$ cat config.mk
export PLATFORM = sky130hd
export DESIGN_NAME = qoi_pixel_encoder_core
export DESIGN_NICKNAME = d
export VERILOG_FILES = /design/src/qpe_pkg.sv /design/src/qoi_pixel_encoder_core.sv
export SDC_FILE = /design/constraint.sdc
export NUM_CORES = 2
export LEC_CHECK = 0
export BUFFER_PORTS_ARGS = -buffer_cell sky130_fd_sc_hd__buf_2
export CAP_MARGIN = 20
export CORE_AREA = 2 2 545 439
export DETAILED_ROUTE_END_ITERATION = 8
export DIE_AREA = 0 0 547 441
export PLACE_DENSITY = 0.53
export SLEW_MARGIN = 40
export SYNTH_ARGS = -nofsm -noshare
export SYNTH_HDL_FRONTEND = slang
export SYNTH_SLANG_ARGS = --single-unit
$ cat constraint.sdc
create_clock -name clk -period 16.33 [get_ports clk]
set_clock_uncertainty 0.15 [all_clocks]
set_input_delay 1.633 -clock clk [delete_from_list [all_inputs] [get_ports clk]]
set_output_delay 1.633 -clock clk [all_outputs]
set_load 0.02 [all_outputs]
$ cat src/qpe_pkg.sv
`timescale 1ns / 1ps
// qpe_pkg: pixel type, QOI chunk tags and colour hash for the QOI pixel encoder.
package qpe_pkg;

	typedef struct packed {
		logic [7:0] r;
		logic [7:0] g;
		logic [7:0] b;
		logic [7:0] a;
	} pixel_t;

	localparam logic [7:0] ChunkIndex = 8'h00;
	localparam logic [7:0] ChunkDiff  = 8'h40;
	localparam logic [7:0] ChunkLuma  = 8'h80;
	localparam logic [7:0] ChunkRun   = 8'hC0;
	localparam logic [7:0] ChunkRgb   = 8'hFE;
	localparam logic [7:0] ChunkRgba  = 8'hFF;

	localparam int unsigned TableDepth = 64;
	localparam int unsigned SlotW      = 6;
	localparam int unsigned MaxBytes   = 6;
	localparam int unsigned CountW     = 3;

	// QOI start pixel: black, fully opaque
	localparam pixel_t StartPixel = '{r: 8'h00, g: 8'h00, b: 8'h00, a: 8'hFF};

	// (r*3 + g*5 + b*7 + a*11) mod 64, only the low six bits matter
	function automatic logic [SlotW-1:0] qpe_hash(input pixel_t p);
		logic [SlotW-1:0] hr;
		logic [SlotW-1:0] hg;
		logic [SlotW-1:0] hb;
		logic [SlotW-1:0] ha;
		hr = p.r[5:0] + {p.r[4:0], 1'b0};
		hg = p.g[5:0] + {p.g[3:0], 2'b00};
		hb = {p.b[2:0], 3'b000} - p.b[5:0];
		ha = {p.a[2:0], 3'b000} + {p.a[4:0], 1'b0} + p.a[5:0];
		return hr + hg + hb + ha;
	endfunction

endpackage

$ cat src/qoi_pixel_encoder_core.sv
`timescale 1ns / 1ps
// qoi_pixel_encoder_core: streaming QOI chunk encoder, pixel in, chunk bytes out.
//
//   channel | handshake           | payload                       | beat
//   --------+---------------------+-------------------------------+----------------------
//   in      | in_valid / in_stall | op, red, green, blue, alpha   | one pixel or a flush
//   out     | out_valid/out_stall | code_byte, last_byte          | one chunk byte
//
// Pipeline: two stages. At the accept edge the colour hash addresses the 64-entry
//   colour table (synchronous read). Stage 1 has the table entry, previous pixel and
//   run count, picks the chunk and updates state. Stage 2 holds up to six bytes and
//   shifts out one byte per cycle while out_stall is low; then an item is accepted
//   every cycle while each pixel yields at most one byte; longer items hold the input.
// Reset: table entries are tagged by 64 valid flops cleared at once (no clearing pass);
//   flush clears them too.
// Stalls: out_stall holds stage 2; a stage 1 item with bytes holds, raising in_stall.
module qoi_pixel_encoder_core #(
	parameter int RUN_LIMIT = 62
) (
	input  logic       clk,
	input  logic       arst_n,
	input  logic       in_valid,
	output logic       in_stall,
	input  logic       op,
	input  logic [7:0] red,
	input  logic [7:0] green,
	input  logic [7:0] blue,
	input  logic [7:0] alpha,
	output logic       out_valid,
	input  logic       out_stall,
	output logic [7:0] code_byte,
	output logic       last_byte
);
	import qpe_pkg::*;

	localparam logic [6:0] RunLimitW = 7'(RUN_LIMIT);

	// ---------------------------------------------------------------
	// Colour table memory (write at stage 1, read at accept edge)
	// ---------------------------------------------------------------
	pixel_t            table_mem [TableDepth];
	logic [TableDepth-1:0] entry_vld_q;

	// last table write, forwarded when the read raced it
	logic              last_wr_vld_q;
	logic [SlotW-1:0]  last_wr_slot_q;
	pixel_t            last_wr_px_q;

	// stage 1
	logic              valid_s1;
	logic              flush_s1;
	pixel_t            px_s1;
	logic [SlotW-1:0]  slot_s1;
	pixel_t            rd_data_s1;

	// architectural state
	pixel_t            prev_q;
	logic [5:0]        run_q;

	// stage 2: byte shifter
	logic [MaxBytes-1:0][7:0] bytes_s2;
	logic [CountW-1:0]        rem_s2;

	pixel_t            in_px;
	logic [SlotW-1:0]  in_slot;
	logic              in_fire;
	logic              out_fire;
	logic              s2_free;
	logic              adv_s1;

	// stage 1 decode
	pixel_t            entry;
	logic              same_prev;
	logic              run_pend;
	logic [6:0]        run_inc;
	logic              run_hit_limit;
	logic [7:0]        dr, dg, db;
	logic [7:0]        dr_p2, dg_p2, db_p2, dg_p32;
	logic signed [9:0] dgr, dgb;
	logic [9:0]        dgr_p8, dgb_p8;
	logic              diff_ok, luma_ok;
	logic [4:0][7:0]   cb;
	logic [CountW-1:0] clen;
	logic [MaxBytes-1:0][7:0] nb;
	logic [CountW-1:0] nbytes;
	logic [5:0]        run_next;
	logic              tbl_wr;

	assign in_px   = '{r: red, g: green, b: blue, a: alpha};
	assign in_slot = qpe_hash(in_px);

	assign out_valid = (rem_s2 != '0);
	assign out_fire  = out_valid && !out_stall;
	assign code_byte = bytes_s2[0];
	assign last_byte = (rem_s2 == CountW'(1));
	assign s2_free   = (rem_s2 == '0) || (out_fire && rem_s2 == CountW'(1));

	assign adv_s1   = valid_s1 && ((nbytes == '0) || s2_free);
	assign in_stall = valid_s1 && !adv_s1;
	assign in_fire  = in_valid && !in_stall;

	// ---------------------------------------------------------------
	// Stage 1: chunk selection
	// ---------------------------------------------------------------
	always_comb begin
		// forwarded entry; an entry never written since reset/flush reads zero
		if (!entry_vld_q[slot_s1]) begin
			entry = '0;
		end else if (last_wr_vld_q && last_wr_slot_q == slot_s1) begin
			entry = last_wr_px_q;
		end else begin
			entry = rd_data_s1;
		end

		same_prev     = (px_s1 == prev_q);
		run_pend      = (run_q != '0);
		run_inc       = {1'b0, run_q} + 7'd1;
		run_hit_limit = (run_inc >= RunLimitW);

		// wrapped byte deltas
		dr = px_s1.r - prev_q.r;
		dg = px_s1.g - prev_q.g;
		db = px_s1.b - prev_q.b;
		dr_p2  = dr + 8'd2;
		dg_p2  = dg + 8'd2;
		db_p2  = db + 8'd2;
		dg_p32 = dg + 8'd32;
		dgr = $signed({{2{dr[7]}}, dr}) - $signed({{2{dg[7]}}, dg});
		dgb = $signed({{2{db[7]}}, db}) - $signed({{2{dg[7]}}, dg});
		dgr_p8 = 10'(dgr + 10'sd8);
		dgb_p8 = 10'(dgb + 10'sd8);
		diff_ok = (dr_p2[7:2] == '0) && (dg_p2[7:2] == '0) && (db_p2[7:2] == '0);
		luma_ok = (dg_p32[7:6] == '0) && (dgr_p8[9:4] == '0) && (dgb_p8[9:4] == '0);

		cb   = '0;
		clen = '0;
		if (entry == px_s1) begin
			cb[0] = ChunkIndex | {2'b00, slot_s1};
			clen  = CountW'(1);
		end else if (px_s1.a == prev_q.a) begin
			if (diff_ok) begin
				cb[0] = ChunkDiff | {2'b00, dr_p2[1:0], dg_p2[1:0], db_p2[1:0]};
				clen  = CountW'(1);
			end else if (luma_ok) begin
				cb[0] = ChunkLuma | {2'b00, dg_p32[5:0]};
				cb[1] = {dgr_p8[3:0], dgb_p8[3:0]};
				clen  = CountW'(2);
			end else begin
				cb[0] = ChunkRgb;
				cb[1] = px_s1.r;
				cb[2] = px_s1.g;
				cb[3] = px_s1.b;
				clen  = CountW'(4);
			end
		end else begin
			cb[0] = ChunkRgba;
			cb[1] = px_s1.r;
			cb[2] = px_s1.g;
			cb[3] = px_s1.b;
			cb[4] = px_s1.a;
			clen  = CountW'(5);
		end

		nb       = '0;
		nbytes   = '0;
		run_next = run_q;
		tbl_wr   = 1'b0;
		if (flush_s1) begin
			// pending run goes out, state returns to reset
			nb[0]    = ChunkRun | {2'b00, run_q - 6'd1};
			nbytes   = run_pend ? CountW'(1) : '0;
			run_next = '0;
		end else if (same_prev) begin
			if (run_hit_limit) begin
				nb[0]    = ChunkRun | {2'b00, run_q};
				nbytes   = CountW'(1);
				run_next = '0;
			end else begin
				run_next = run_inc[5:0];
			end
		end else begin
			tbl_wr   = 1'b1;
			run_next = '0;
			if (run_pend) begin
				nb[0]   = ChunkRun | {2'b00, run_q - 6'd1};
				nb[5:1] = cb;
				nbytes  = clen + CountW'(1);
			end else begin
				nb[4:0] = cb;
				nbytes  = clen;
			end
		end
	end

	// table storage: no reset, read-before-write
	always_ff @(posedge clk) begin
		if (in_fire) begin
			rd_data_s1 <= table_mem[in_slot];
		end
		if (adv_s1 && tbl_wr) begin
			table_mem[slot_s1] <= px_s1;
		end
	end

	// stage 1 payload
	always_ff @(posedge clk) begin
		if (in_fire) begin
			flush_s1 <= op;
			px_s1    <= in_px;
			slot_s1  <= in_slot;
		end
		if (adv_s1 && tbl_wr) begin
			last_wr_slot_q <= slot_s1;
			last_wr_px_q   <= px_s1;
		end
	end

	// control and encoder state
	always_ff @(posedge clk or negedge arst_n) begin
		if (!arst_n) begin
			valid_s1      <= 1'b0;
			prev_q        <= StartPixel;
			run_q         <= '0;
			entry_vld_q   <= '0;
			last_wr_vld_q <= 1'b0;
		end else begin
			valid_s1 <= in_fire || (valid_s1 && !adv_s1);
			if (adv_s1) begin
				run_q <= run_next;
				if (flush_s1) begin
					prev_q      <= StartPixel;
					entry_vld_q <= '0;
				end else if (tbl_wr) begin
					prev_q               <= px_s1;
					entry_vld_q[slot_s1] <= 1'b1;
					last_wr_vld_q        <= 1'b1;
				end
			end
		end
	end

	// ---------------------------------------------------------------
	// Stage 2: byte shifter
	// ---------------------------------------------------------------
	always_ff @(posedge clk or negedge arst_n) begin
		if (!arst_n) begin
			rem_s2 <= '0;
		end else if (adv_s1 && nbytes != '0) begin
			rem_s2 <= nbytes;
		end else if (out_fire) begin
			rem_s2 <= rem_s2 - CountW'(1);
		end
	end

	always_ff @(posedge clk) begin
		if (adv_s1 && nbytes != '0) begin
			bytes_s2 <= nb;
		end else if (out_fire) begin
			bytes_s2 <= {8'h00, bytes_s2[MaxBytes-1:1]};
		end
	end

endmodule

==> impl.org <==
** Status
- The run finished with clean final reports.

** Clocking
- Clock tree synthesis found a total of 2312 sinks.
- TritonCTS built the clock tree.
- The H-tree generated during clock tree synthesis spans 4 levels.
- TritonCTS created 227 clock buffers.
- Clock-pin slew was measured on the worst setup and hold paths at 0.06 ns.
- Setup fix buffers added after clock tree synthesis :: 0
- The tree is rooted in a sky130_fd_sc_hd__clkbuf_16.
- Maximum clock path buffer count :: 4
- Clock latency on the worst-skew pair :: 0.91 ns
- # resized after CTS :: 0
- Buffers inserted to repair hold after CTS numbered 0.

** STA
- After layout, the worst path uses 55.2% of the clock period.
- RSZ-0062 raised after global routing :: no
- Max Slew Vio Count :: 0
- Derived from the worst setup path, the maximum achievable clock frequency is 111 MHz.
- Setup violations remaining at the end of the flow were counted as 0.
- Slew @ Worst Pin :: 0.921 ns
- Count of endpoints failing hold in the final timing report :: 0
- Setup TNS :: 0 ns
- The clock period could shrink to 9.01 ns.
- In this run the tightest slew margin relative to its limit is 38.6%.

** Synth
- Number of synthesized register bits :: 2312
- In this run the mean area of a mapped cell was 21.3 µm².
- The mapped netlist covers 93900 µm².
- Counting flops with a built-in enable in the synthesized netlist gives 2205.
- Gate count after technology mapping :: 4413
- For this run, the number of Yosys warnings is 0.
- The share of the Yosys chip area taken by registers is 73.4%.
- Counting flops with an async set or reset pin after synthesis yields a share of 4.63%.
- Among all flip-flop cells after synthesis, the most frequent one is sky130_fd_sc_hd__edfxtp_1.
- The number of nets handed over by synthesis was 4541.
- Unique masters post-synth :: 94

** Floorplan
- Width of the chip :: 547 µm
- In this run the count of I/O pins placed on the die edge is 48.
- The floorplan has 160 rows.
- Placeable core region :: 236000 µm²
- Area of the die :: 241000 µm²
- Starting density of the core :: 39.8%
- Die Y :: 441 µm

** Routing
- Per-cell routed wire length :: 34.7 µm
- The detail route stage leaves a number of antenna-violating nets equal to 0.
- Wire length on met1 :: 119 mm
- After detailed routing, the met2 layer carries 130 mm of wire.
- Highest layer used for signal routing :: met5
- Total via count after detailed routing :: 47454
- Routed length on met3 :: 22.7 mm
- The routed design has 277 mm of wire.
- The first routing iteration left 6275 violations.
- Using the TritonRoute via totals, the vias-per-cell ratio works out to 5.95.
- In the routed design, unresolved DRC markers number 0.
- The pre-antenna-repair detailed-routing pass consisted of 5 iterations.

** Critical path
- The number of buffers and inverters on the critical path is 4.
- Crit path max-delay cell type :: sky130_fd_sc_hd__or3b_2
- Ordered cell list for the critical path :: buf_4, ha_1, nor2b_1, o21ai_0, a2bb2oi_1, xnor2_1, inv_1, ha_1, ha_1, a221oi_1, o21ai_0, a211oi_1, nand4_1, nor4b_1, o2111ai_1, or3b_2, inv_1, a22oi_2, a31oi_4, and2_1, buf_2
- The worst register-to-register path ends at rd_data_s1[31]$_DFFE_PP_.
- CP delay by family, top :: compound AO/OA/AOI/OAI gates
- For the worst setup path, the data arrival time is 7.22 ns.
- Data required time of the critical path :: 14.55 ns
- Counting stages on the worst path, the most repeated cell is sky130_fd_sc_hd__ha_1.
- The startpoint identified for the worst register-to-register timing path is px_s1[9]$_DFFE_PP_.
- Critical path launch point type :: register
- Along the worst path, the maximum fanout reaches 41.
- Register-to-register setup slack :: 8.18 ns
- The worst setup path is of the reg -> out kind.
- Peak per-stage delay on the critical path :: 0.68 ns
- The worst register-to-register path has a depth of 23.
- STA classifies the critical path endpoint as a primary output.

** Hold path
- End point of the most critical hold path :: entry_vld_q[28]$_DFFE_PN0P_
- Along the worst hold path, the cell count comes to 1.
- Origin of the worst min-delay path :: entry_vld_q[28]$_DFFE_PN0P_
- The worst hold path belongs to the class reg -> reg.

** Finish
- The final layout contains 4761 nets.
- After the flow finishes, the layout carries non-filler instances totaling 7982.
- Growth of design area from synthesis to finish :: 13.7%
- The post-route netlist has 28.0% of its cells at a drive strength greater than 1.

** Placement
- At the end of routability-driven placement, the weighted congestion stood at 0.839.
- Once detailed placement completed, the half-perimeter wirelength came to 159 mm.
- Count of placed standard cells including taps :: 7559
- In this run the tool buffered the top-level ports with 47 buffer cells.

** Global routing
- Overall overflow remaining after global route :: 0
- Global routing used 22.8% of the available tracks.
- The number of antenna violations at the first check in global routing came to 18.
- The first global-routing pass estimated 383 mm of wire.
- The via count of the first global-routing pass is 46937.
- Entering global routing, the biggest net connects 80 pins.

** Power
- Power per cell area :: 199 nW/µm²
- VDD sags by at most 0.359 mV.
- Summed over all cells, the static leakage comes to 34.0 nW.

** Flow run
- Max_cap viols :: 0
## cell families (layout without fill, tap and decap cells)
kind of cell / after synthesis / in the layout / share of synthesized area [%]
flops: 2312 / 2312 / 73.4
fa+ha+maj: 91 / 91 / 1.43
mux: 726 / 726 / 16.7
xor+xnor: 79 / 79 / 0.761
simple gates: 463 / 463 / 3.08
compound gates: 387 / 387 / 3.03
buf+inv: 355 / 756 / 1.57
other cells: 0 / 9 / 0
## cells in the mapped netlist (22+ instances only)
cell type / instances / area (µm²)
sky130_fd_sc_hd__a21oi_1: 37 / 185
sky130_fd_sc_hd__a22o_1: 28 / 245
sky130_fd_sc_hd__a22oi_1: 32 / 240
sky130_fd_sc_hd__buf_1: 67 / 251
sky130_fd_sc_hd__buf_2: 28 / 140
sky130_fd_sc_hd__clkbuf_1: 126 / 473
sky130_fd_sc_hd__dfrtp_1: 99 / 2480
sky130_fd_sc_hd__edfxtp_1: 2205 / 66200
sky130_fd_sc_hd__fa_1: 27 / 541
sky130_fd_sc_hd__ha_1: 64 / 801
sky130_fd_sc_hd__inv_1: 111 / 417
sky130_fd_sc_hd__mux2i_1: 45 / 450
sky130_fd_sc_hd__mux4_2: 672 / 15100
sky130_fd_sc_hd__nand2_1: 96 / 360
sky130_fd_sc_hd__nand2b_1: 22 / 138
sky130_fd_sc_hd__nand3_1: 39 / 195
sky130_fd_sc_hd__nor2_1: 78 / 293
sky130_fd_sc_hd__nor2b_1: 26 / 163
sky130_fd_sc_hd__nor3_1: 28 / 140
sky130_fd_sc_hd__nor4_2: 64 / 801
sky130_fd_sc_hd__o21a_1: 68 / 510
sky130_fd_sc_hd__o21ai_0: 62 / 310
sky130_fd_sc_hd__o31ai_1: 30 / 225
sky130_fd_sc_hd__xnor2_1: 49 / 429
sky130_fd_sc_hd__xor2_1: 27 / 236
## layer usage
metal / up-vias / global-route usage [%]
met1: 26128 / 33.4
met4: 2 / 4.68
li1: 19000 / -
met5: - / 0
met3: 307 / 4.31
met2: 2017 / 35.9
## per-stage QoR
stage	setup slack, ns	utilization (%)	cell area (µm²)	hold slack, ns	power (mW)
after detailed placement	7.87	42.1	99400	0.329	16.1
after global routing	7.01	45.2	107000	0.351	21.9
after floorplan	6.78	-	93900	0.271	12.5
final	7.32	45.2	107000	0.340	21.2
after global placement	7.41	41.9	99000	0.322	16.0
after CTS	7.31	45.1	107000	0.343	21.3
## power breakdown
| group | switching, mW | internal (mW) | leakage (nW) |
|---|---|---|---|
| registers | 0.275 | 7.19 | 21.3 |
| clock network | 2.25 | 2.92 | 3.47 |
| logic | 5.29 | 3.28 | 9.21 |
## flip-flops by register name (all words and copies together), names as in the netlist, 8 cells and up
name and flops:
px_s1 32, code_byte 8, table_mem 2048, last_wr_px_q 32, rd_data_s1 32, bytes_s2 40
prev_q 32, entry_vld_q 64
## worst max path at each step
stage | slack (ns) | from | to | cells after the start
after detailed placement | 7.87 | red[2] | rd_data_s1[5]$_DFFE_PP_ | 14
after CTS | 7.31 | px_s1[9]$_DFFE_PP_ | in_stall | 21
final | 7.32 | px_s1[9]$_DFFE_PP_ | in_stall | 21
after floorplan | 6.78 | px_s1[16]$_DFFE_PP_ | flush_s1$_DFFE_PP_ | 24
after global routing | 7.01 | px_s1[9]$_DFFE_PP_ | in_stall | 21
after global placement | 7.41 | red[2] | rd_data_s1[5]$_DFFE_PP_ | 14
## final cells by class
type / instances / area (µm²)
clock buffers: 291 / 6000
repair buffers: 233 / 2050
diodes: 9 / 22.5
clock inverters: 119 / 1150
well taps: 3159 / 3950
inverters: 113 / 424
fillers: 19754 / 129000
multi-input cells: 1746 / 24200
flip-flops and latches: 2312 / 68900
## cell usage in the layout, fill, tap and decap left out, types with 10 or more instances in the layout
cell type                   synthesis  layout
sky130_fd_sc_hd__xnor2_1           49      48
sky130_fd_sc_hd__clkbuf_16          0     230
sky130_fd_sc_hd__ha_1              64      61
sky130_fd_sc_hd__nor3_1            28      27
sky130_fd_sc_hd__clkbuf_1         126      59
sky130_fd_sc_hd__nor2b_1           26      25
sky130_fd_sc_hd__buf_12             0      13
sky130_fd_sc_hd__a22o_1            28      28
sky130_fd_sc_hd__a21oi_1           37      37
sky130_fd_sc_hd__buf_2             28      46
sky130_fd_sc_hd__o31ai_1           30      30
sky130_fd_sc_hd__clkinv_2           0      29
sky130_fd_sc_hd__mux4_2           672     672
sky130_fd_sc_hd__inv_1            111     111
sky130_fd_sc_hd__dfrtp_1           99      99
sky130_fd_sc_hd__o21a_1            68      68
sky130_fd_sc_hd__nand2_1           96      89
sky130_fd_sc_hd__a31oi_1           10      10
sky130_fd_sc_hd__buf_4             15     142
sky130_fd_sc_hd__xor2_1            27      26
sky130_fd_sc_hd__nor4_1            19      19
sky130_fd_sc_hd__fa_1              27      25
sky130_fd_sc_hd__nor3b_1           13      13
sky130_fd_sc_hd__nand4_1           12      12
sky130_fd_sc_hd__nor2_1            78      78
sky130_fd_sc_hd__bufinv_16          0      21
sky130_fd_sc_hd__buf_6              6      23
sky130_fd_sc_hd__o22ai_1           21      21
sky130_fd_sc_hd__o21ai_0           62      62
sky130_fd_sc_hd__mux2i_1           45      45
sky130_fd_sc_hd__nand3_1           39      34
sky130_fd_sc_hd__nor4_4             0      64
sky130_fd_sc_hd__nand2b_1          22      22
sky130_fd_sc_hd__and3_1            10      10
sky130_fd_sc_hd__a211oi_1          15      14
sky130_fd_sc_hd__a22oi_1           32      32
sky130_fd_sc_hd__edfxtp_1        2205    2205
sky130_fd_sc_hd__clkinv_1           1      53
Power figures use the tool's default switching activity.
